**src/rtl/packet_field_fnv1a_hash_unit_macros.svh**
```systemverilog
// ----------------------------------------------------------------------------
// Assertion macros for the packet field FNV-1a hash unit
// Shared wrappers for clocked assertions that are disabled during reset.
// ----------------------------------------------------------------------------
`ifndef PACKET_FIELD_FNV1A_HASH_UNIT_MACROS_SVH
`define PACKET_FIELD_FNV1A_HASH_UNIT_MACROS_SVH

// A condition that must hold at every clock edge out of reset.
`define PFH_ASSERT_ALWAYS(label, clk, rst, cond, msg) \
  label: assert property (@(posedge clk) disable iff (rst) (cond)) \
    else $error(msg);

// A consequent that must hold in the same cycle as its antecedent.
`define PFH_ASSERT_IMPL(label, clk, rst, ante, cons, msg) \
  label: assert property (@(posedge clk) disable iff (rst) (ante) |-> (cons)) \
    else $error(msg);

// A consequent that must hold in the cycle after its antecedent.
`define PFH_ASSERT_NEXT(label, clk, rst, ante, cons, msg) \
  label: assert property (@(posedge clk) disable iff (rst) (ante) |=> (cons)) \
    else $error(msg);

`endif

```
**src/rtl/pfh_pkg.sv**
```systemverilog
// ----------------------------------------------------------------------------
// Packet field hash package
// Word types, configuration layout and the FNV-1a 64 step function.
// ----------------------------------------------------------------------------
package pfh_pkg;

  localparam int DATA_W  = 8;
  localparam int LEN_W   = 12;
  localparam int MASK_W  = 8;
  localparam int HASH_W  = 64;
  localparam int CFG_IDX_W = 2;

  localparam int MAX_PACKET_DEF = 2048;
  localparam int QDEPTH = 4;

  localparam logic [HASH_W-1:0] FNV_BASIS = 64'hcbf2_9ce4_8422_2325;

  localparam logic [CFG_IDX_W-1:0] CFG_FIELD_OFFSET = 2'd0;
  localparam logic [CFG_IDX_W-1:0] CFG_FIELD_LENGTH = 2'd1;
  localparam logic [CFG_IDX_W-1:0] CFG_FIELD_MASK   = 2'd2;
  localparam logic [CFG_IDX_W-1:0] CFG_INITIAL_HASH = 2'd3;

  typedef struct packed {
    logic [DATA_W-1:0] data_byte;
    logic [LEN_W-1:0]  packet_length;
    logic              last_byte;
  } in_word_t;

  typedef struct packed {
    logic [HASH_W-1:0] field_hash;
    logic              field_valid;
  } out_word_t;

  typedef struct packed {
    logic signed [LEN_W-1:0] field_offset;
    logic [LEN_W-1:0]        field_length;
    logic [MASK_W-1:0]       field_mask;
    logic [HASH_W-1:0]       initial_hash;
  } cfg_t;

  // One classified byte handed from the front end to the hash engine.
  typedef struct packed {
    logic [DATA_W-1:0] data;
    logic              in_window;
    logic              first;
    logic              last_pkt;
    logic              res_valid;
  } op_t;

  // Xor the byte in, then multiply by the prime 2^40 + 0x1b3 as shifted adds.
  function automatic logic [HASH_W-1:0] fnv_step(input logic [HASH_W-1:0] h,
                                                 input logic [DATA_W-1:0] b);
    logic [HASH_W-1:0] x;
    x = h ^ {{(HASH_W-DATA_W){1'b0}}, b};
    return (x << 40) + (x << 8) + (x << 7) + (x << 5) + (x << 4) + (x << 1) + x;
  endfunction

endpackage

```
**src/rtl/pfh_queue.sv**
```systemverilog
// ----------------------------------------------------------------------------
// Packet field hash queue
// Short FIFO of classified bytes between the front end and the hash engine.
// ----------------------------------------------------------------------------
`include "packet_field_fnv1a_hash_unit_macros.svh"

module pfh_queue
  import pfh_pkg::*;
(
  input  logic clk,
  input  logic rst,
  input  logic push,
  input  op_t  push_op,
  output logic full,
  input  logic pop,
  output logic head_valid,
  output op_t  head_op
);

  localparam int QAW = $clog2(QDEPTH);
  localparam int QCW = $clog2(QDEPTH + 1);

  op_t            mem [QDEPTH];
  logic [QAW-1:0] wr_ptr;
  logic [QAW-1:0] rd_ptr;
  logic [QCW-1:0] count;

  assign full       = (count == QCW'(QDEPTH));
  assign head_valid = (count != '0);
  assign head_op    = mem[rd_ptr];

  always_ff @(posedge clk) begin
    if (push) begin
      mem[wr_ptr] <= push_op;
    end
  end

  always_ff @(posedge clk) begin
    if (rst) begin
      wr_ptr <= '0;
      rd_ptr <= '0;
      count  <= '0;
    end else begin
      if (push) begin
        wr_ptr <= wr_ptr + QAW'(1);
      end
      if (pop) begin
        rd_ptr <= rd_ptr + QAW'(1);
      end
      case ({push, pop})
        2'b10:   count <= count + QCW'(1);
        2'b01:   count <= count - QCW'(1);
        default: count <= count;
      endcase
    end
  end

  `PFH_ASSERT_ALWAYS(a_count_bound, clk, rst, count <= QCW'(QDEPTH), "queue count overflow")
  `PFH_ASSERT_IMPL(a_pop_nonempty, clk, rst, pop, count != '0, "pop from empty queue")
  `PFH_ASSERT_NEXT(a_push_count, clk, rst, push && !pop, count == $past(count) + QCW'(1), "push lost")

endmodule

```
**src/rtl/pfh_front.sv**
```systemverilog
// ----------------------------------------------------------------------------
// Packet field hash front end
// Tracks the byte position and classifies each byte against the window.
// ----------------------------------------------------------------------------
module pfh_front
  import pfh_pkg::*;
#(
  parameter int MAX_PACKET = MAX_PACKET_DEF
) (
  input  logic     clk,
  input  logic     rst,
  input  cfg_t     cfg,
  input  logic     in_valid,
  output logic     in_stall,
  input  in_word_t in_data,
  input  logic     full,
  output logic     push,
  output op_t      push_op
);

  localparam int POS_W = $clog2(MAX_PACKET + 1);
  localparam int CW    = ((POS_W + 1) > (LEN_W + 3)) ? (POS_W + 1) : (LEN_W + 3);

  logic [POS_W-1:0]     pos;
  logic [POS_W-1:0]     pos_next;
  logic [POS_W-1:0]     seen;
  logic                 below_max;
  logic signed [CW-1:0] off_s;
  logic signed [CW-1:0] plen_s;
  logic signed [CW-1:0] flen_s;
  logic signed [CW-1:0] start_s;
  logic signed [CW-1:0] end_s;
  logic signed [CW-1:0] pos_s;
  logic signed [CW-1:0] pos1_s;
  logic signed [CW-1:0] seen_s;
  logic                 len_nz;

  assign in_stall = full;
  assign push     = in_valid && !full;

  always_comb begin
    below_max = (pos < POS_W'(MAX_PACKET));
    seen      = below_max ? pos + POS_W'(1) : pos;
    off_s     = {{(CW-LEN_W){cfg.field_offset[LEN_W-1]}}, cfg.field_offset};
    plen_s    = {{(CW-LEN_W){1'b0}}, in_data.packet_length};
    flen_s    = {{(CW-LEN_W){1'b0}}, cfg.field_length};
    pos_s     = {{(CW-POS_W){1'b0}}, pos};
    pos1_s    = pos_s + {{(CW-1){1'b0}}, 1'b1};
    seen_s    = {{(CW-POS_W){1'b0}}, seen};
    start_s   = off_s[CW-1] ? off_s + plen_s : off_s;
    end_s     = start_s + flen_s;
    len_nz    = (cfg.field_length != '0);

    push_op.in_window = below_max && len_nz && (pos_s >= start_s) && (pos_s < end_s);
    push_op.first     = (pos_s == start_s);
    push_op.data      = (pos1_s == end_s) ? (in_data.data_byte & cfg.field_mask)
                                          : in_data.data_byte;
    push_op.last_pkt  = in_data.last_byte;
    push_op.res_valid = !start_s[CW-1] && len_nz && (end_s <= plen_s) && (end_s <= seen_s);

    pos_next = pos;
    if (push) begin
      pos_next = in_data.last_byte ? '0 : seen;
    end
  end

  always_ff @(posedge clk) begin
    if (rst) begin
      pos <= '0;
    end else begin
      pos <= pos_next;
    end
  end

endmodule

```
**src/rtl/pfh_back.sv**
```systemverilog
// ----------------------------------------------------------------------------
// Packet field hash engine
// Folds classified bytes into the FNV-1a 64 hash and registers the result.
// ----------------------------------------------------------------------------
`include "packet_field_fnv1a_hash_unit_macros.svh"

module pfh_back
  import pfh_pkg::*;
(
  input  logic              clk,
  input  logic              rst,
  input  logic [HASH_W-1:0] initial_hash,
  input  logic              head_valid,
  input  op_t               head_op,
  output logic              pop,
  output logic              out_valid,
  input  logic              out_stall,
  output out_word_t         out_data
);

  logic [HASH_W-1:0] running_hash;
  logic [HASH_W-1:0] running_hash_next;
  logic [HASH_W-1:0] seed;
  logic [HASH_W-1:0] hash_new;
  logic              emit;

  always_comb begin
    pop  = head_valid && (!head_op.last_pkt || !out_valid || !out_stall);
    emit = pop && head_op.last_pkt;
    seed = head_op.first ? initial_hash : running_hash;
    hash_new = head_op.in_window ? fnv_step(seed, head_op.data) : running_hash;
    running_hash_next = running_hash;
    if (pop) begin
      running_hash_next = head_op.last_pkt ? initial_hash : hash_new;
    end
  end

  always_ff @(posedge clk) begin
    if (rst) begin
      running_hash <= FNV_BASIS;
      out_valid    <= 1'b0;
    end else begin
      running_hash <= running_hash_next;
      if (emit) begin
        out_valid <= 1'b1;
      end else if (!out_stall) begin
        out_valid <= 1'b0;
      end
    end
  end

  always_ff @(posedge clk) begin
    if (emit) begin
      out_data.field_hash  <= head_op.res_valid ? hash_new : '0;
      out_data.field_valid <= head_op.res_valid;
    end
  end

  `PFH_ASSERT_IMPL(a_rose_from_emit, clk, rst, $rose(out_valid), $past(emit), "result without packet end")
  `PFH_ASSERT_IMPL(a_invalid_zero, clk, rst, out_valid && !out_data.field_valid, out_data.field_hash == '0, "invalid result has nonzero hash")

endmodule

```
**src/rtl/packet_field_fnv1a_hash_unit.sv**
```systemverilog
// ----------------------------------------------------------------------------
// Packet field FNV-1a hash unit
// Hashes a configured byte window of each packet with 64-bit FNV-1a.
// ----------------------------------------------------------------------------
// Packet bytes enter on the input channel one word at a time (in_valid,
// in_stall, in_data), each carrying the packet length and a last-byte flag.
// One result word leaves on the output channel (out_valid, out_stall,
// out_data) for every packet, after its last byte: the hash of the window and
// a valid flag, or hash zero with the flag cleared when the window does not
// fit inside the packet or has zero length.
// Throughput is one byte per cycle while in_stall is low; the engine's hash
// recurrence folds one byte per cycle unless a result is stalled. A four-entry
// queue separates byte classification from hashing, so a stalled result only
// backs up the input once the queue is full. Registers are written on the cfg
// channel, which is always ready; the user must write them only while no
// packet is in flight, not enforced by the block. Synchronous reset restores
// the register defaults, empties the queue and drops any pending result.
// ----------------------------------------------------------------------------
module packet_field_fnv1a_hash_unit
  import pfh_pkg::*;
#(
  parameter int MAX_PACKET = MAX_PACKET_DEF
) (
  input  logic                 clk,
  input  logic                 rst,
  input  logic                 in_valid,
  output logic                 in_stall,
  input  in_word_t             in_data,
  output logic                 out_valid,
  input  logic                 out_stall,
  output out_word_t            out_data,
  input  logic                 cfg_valid,
  output logic                 cfg_ready,
  input  logic [CFG_IDX_W-1:0] cfg_index,
  input  logic [HASH_W-1:0]    cfg_data
);

  cfg_t cfg;
  logic full;
  logic push;
  op_t  push_op;
  logic pop;
  logic head_valid;
  op_t  head_op;

  assign cfg_ready = 1'b1;

  always_ff @(posedge clk) begin
    if (rst) begin
      cfg.field_offset <= '0;
      cfg.field_length <= LEN_W'(1);
      cfg.field_mask   <= '1;
      cfg.initial_hash <= FNV_BASIS;
    end else if (cfg_valid && cfg_ready) begin
      case (cfg_index)
        CFG_FIELD_OFFSET: cfg.field_offset <= signed'(cfg_data[LEN_W-1:0]);
        CFG_FIELD_LENGTH: cfg.field_length <= cfg_data[LEN_W-1:0];
        CFG_FIELD_MASK:   cfg.field_mask   <= cfg_data[MASK_W-1:0];
        CFG_INITIAL_HASH: cfg.initial_hash <= cfg_data;
        default:          cfg <= cfg;
      endcase
    end
  end

  pfh_front #(
    .MAX_PACKET(MAX_PACKET)
  ) u_front (
    .clk      (clk),
    .rst      (rst),
    .cfg      (cfg),
    .in_valid (in_valid),
    .in_stall (in_stall),
    .in_data  (in_data),
    .full     (full),
    .push     (push),
    .push_op  (push_op)
  );

  pfh_queue u_queue (
    .clk        (clk),
    .rst        (rst),
    .push       (push),
    .push_op    (push_op),
    .full       (full),
    .pop        (pop),
    .head_valid (head_valid),
    .head_op    (head_op)
  );

  pfh_back u_back (
    .clk          (clk),
    .rst          (rst),
    .initial_hash (cfg.initial_hash),
    .head_valid   (head_valid),
    .head_op      (head_op),
    .pop          (pop),
    .out_valid    (out_valid),
    .out_stall    (out_stall),
    .out_data     (out_data)
  );

endmodule
```
**config.mk**
```make
export PLATFORM = sky130hd
export DESIGN_NAME = packet_field_fnv1a_hash_unit
export DESIGN_NICKNAME = d
export VERILOG_FILES = /design/src/rtl/pfh_pkg.sv /design/src/rtl/pfh_queue.sv /design/src/rtl/pfh_front.sv /design/src/rtl/pfh_back.sv /design/src/rtl/packet_field_fnv1a_hash_unit.sv
export VERILOG_INCLUDE_DIRS = /design/src /design/src/rtl
export SDC_FILE = /design/constraint.sdc
export NUM_CORES = 1
export LEC_CHECK = 0
export ABC_AREA = 1
export BUFFER_PORTS_ARGS = -buffer_cell sky130_fd_sc_hd__buf_2
export CAP_MARGIN = 20
export CORE_MARGIN = 4
export CORE_UTILIZATION = 35
export CTS_CLUSTER_SIZE = 20
export DETAILED_ROUTE_END_ITERATION = 12
export PLACE_DENSITY = 0.61
export REMOVE_ABC_BUFFERS = 1
export SLEW_MARGIN = 15
export SYNTH_ARGS = -nofsm -noshare
export SYNTH_HDL_FRONTEND = slang
export SYNTH_SLANG_ARGS = --single-unit
```
**constraint.sdc**
```tcl
create_clock -name clk -period 5.7 [get_ports clk]
set_input_delay 1.71 -clock clk [delete_from_list [all_inputs] [get_ports clk]]
set_output_delay 1.71 -clock clk [all_outputs]
set_load 0.02 [all_outputs]
```
==> impl_metrics.ini <==
[yosys]
average_cell_area_after_synthesis_sq_um = 7.43
synth.lib_cells_used.distinct = 62
netlist_instances = 3709
yosys_warnings = 0
netlist.area_leader.share = 0.166
synth_async_sr_flop_share = 0
synth_enable_flop_cells = 113
yosys_top_cell_by_area = sky130_fd_sc_hd__fa_1
synth.most_common_cell = sky130_fd_sc_hd__nand2_1
synth_top_area_cells = sky130_fd_sc_hd__fa_1, sky130_fd_sc_hd__dfxtp_1, sky130_fd_sc_hd__edfxtp_1
synthesis.area_sq_mm = 0.0275
synth-seq-area-share = 0.255
ys_dominant_reg_cell = sky130_fd_sc_hd__dfxtp_1
synthTopCellsByCount = sky130_fd_sc_hd__nand2_1, sky130_fd_sc_hd__inv_1, sky130_fd_sc_hd__nor2_1, sky130_fd_sc_hd__o21ai_0, sky130_fd_sc_hd__a21oi_1
synth-seq-cells = 295

[detailed_routing]
vias = 27200
detailedRoute.firstPassIterationCount = 5
detail_route.vias_per_cell = 4.95
postRouteAntennaNets = 0
drc = 0
first_iter_violations = 1760
wl_per_cell_um = 18.6
finalWirelength_mm = 102

[sta]
worst-slew-pin-transition_ns = 1.19
min_period_over_period = 0.982
rsz_0062_raised_after_global_routing = yes
achievable-frequency_mhz = 179
hold_viol = 0
timing.final.crit_period_ns = 5.60
slew_headroom = 0.204
clock_skew_ns = 0.0517
setup-violations-final = 0
fin_tns_setup_ns = 0
slew_viol_final = 0

[place]
detailed_place_hpwl_mm = 76.6
dp.cells = 5321
placer_s_final_routability_congestion_estimate = 0.972
io_buffers = 158
placed_area_sq_mm = 0.0332

[clock_network]
clockRootBuffer = sky130_fd_sc_hd__clkbuf_16
numCtsBuffers = 37
tritoncts = yes
clock_sinks = 295
insertion_delay_ns = 0.61
h_tree_levels = 2
cts.clk_slew.worst_paths_ns = 0.06
cts_hold_buf = 0
clock_tree.buffer_depth = 3

[worst_setup_path]
worstPathRequired_ns = 6.21
critical-path-max-stage-delay_ns = 0.58
path_max_fanout = 6
cp.arrival_ns = 6.11
path_common_cell = sky130_fd_sc_hd__inv_1
cp-end-kind = register
cp_slowest_cell = sky130_fd_sc_hd__fa_2
startpoint_type = register
critical_path_class = reg -> reg
regToRegSetupSlack_ns = 0.10

[worst_hold_path]
hp-start = u_queue.rd_ptr[1]
min-delay-path-class = reg -> reg

[floorplan]
floorplan.initialDensity = 0.354
die-height_um = 289
coreArea_sq_mm = 0.0777
die_x_um = 289
placementRows = 102
design.die.area_sq_mm = 0.0832
boundary_pins = 160

[outcome]
run_status = finished clean

[global_route]
antenna_found_initial = 1
grt_pass1_vias = 26400
grt_first_pass_wirelength_mm = 150
globalRouteOverflowTotal = 0
grt_max_degree = 73
grt_util_all_layers = 0.233

[job]
number_of_maximum_capacitance_constraint_violations = 0

[final_layout]
filler_cell_count = 7438
area.growth.synth_to_final_pct = 40.7
nNetsFinal = 4945
finalInstanceArea_sq_mm = 0.0388
fin_cells = 5496
layout-drive-gt1-share = 0.324
[worst max-delay path, delay by kind of cell, from the launching register on]
family | cells | cell delay [ns]
AO/OA/AOI/OAI | 6 | 0.80
adder cells (fa/ha/maj) | 5 | 2.31
buffers and inverters | 11 | 1.14
flip-flops | 1 | 0.35
AND/OR/NAND/NOR | 8 | 0.89
[layer usage]
layer	part of all wire	track usage	vias to the layer above
met5	0	0	-
met4	0.030	0.0570	0
met3	0.059	0.0232	151
met2	0.50	0.422	733
met1	0.41	0.300	13000
li1	-	-	13300
[sequential cells by signal, summed over array words and instances, names as in the netlist, named ones only]
name / count
u_queue.wr_ptr: 2
u_back.out_valid: 1
u_back.out_data: 65
u_queue.rd_ptr: 2
cfg: 96
u_front.pos: 12
u_queue.mem: 48
u_queue.count: 3
u_back.running_hash: 64
[final cells by class]
| type | instances | area [sq um] | area share |
|---|---|---|---|
| Antenna cell | 1 | 2.50 | 0.0000646 |
| Clock buffer | 43 | 968 | 0.0250 |
| Clock inverter | 25 | 355 | 0.00917 |
| Inverter | 760 | 2860 | 0.0738 |
| Multi-Input combinational cell | 2554 | 20300 | 0.523 |
| Sequential cell | 295 | 7040 | 0.182 |
| Tap cell | 1040 | 1300 | 0.0336 |
| Timing Repair Buffer | 778 | 5960 | 0.154 |
[what timing repair did]
action | CTS | global route
endpoints found under the setup margin | 96 | 139
cloned | 5 | 9
endpoints found under the hold margin | 0 | 0
buffers inserted | 7 | 87
gates resized for setup | 171 | 630
pin swaps | 30 | 205
[path summary, 6_finish.rpt]
kind                              to  cells past startpoint
min reg2reg                 register                      2
min                         register                      2
max          u_back.running_hash[51]                     30
max reg2reg  u_back.running_hash[51]                     30
[cells in the final DEF, fill, tap and decap left out, drive strengths merged, types with 2 or more instances in the layout]
master,instances
a211oi,3
a21boi,4
a21o,8
a21oi,248
a221oi,23
a2bb2oi,2
a31o,3
a31oi,5
and2,2
buf,769
bufinv,5
clkbuf,52
clkinv,16
clkinvlp,3
dfxtp,182
edfxtp,113
fa,229
ha,198
inv,761
mux2i,3
nand2,763
nand3,197
nand3b,7
nand4,43
nor2,311
nor3,14
nor3b,2
nor4,8
o211ai,7
o21a,12
o21ai,314
o21bai,17
o221ai,5
o22ai,39
or2,19
xnor2,17
xor2,43
[logic make-up after synthesis]
family | after synthesis | share of synthesized area
simple gates | 1368 | 0.206
buf+inv | 861 | 0.119
compound gates | 693 | 0.139
fa+ha+maj | 427 | 0.256
flops | 295 | 0.255
xor+xnor | 61 | 0.0225
mux | 3 | 0.00109
other cells | 1 | 0.000136
[through the flow]
stage | hold slack, ns | worst slack, ns | util
after floorplan | 0.429 | -0.888 | -
after global placement | 0.443 | -0.412 | 0.427
after detailed placement | 0.446 | -0.420 | 0.427
after CTS | 0.461 | -0.0473 | 0.455
after global routing | 0.483 | -0.0750 | 0.499
final | 0.461 | 0.101 | 0.499
Power is left out: the tool's default activity adds up to more than one toggle a clock period on the data nets, which glitch-free logic cannot reach.
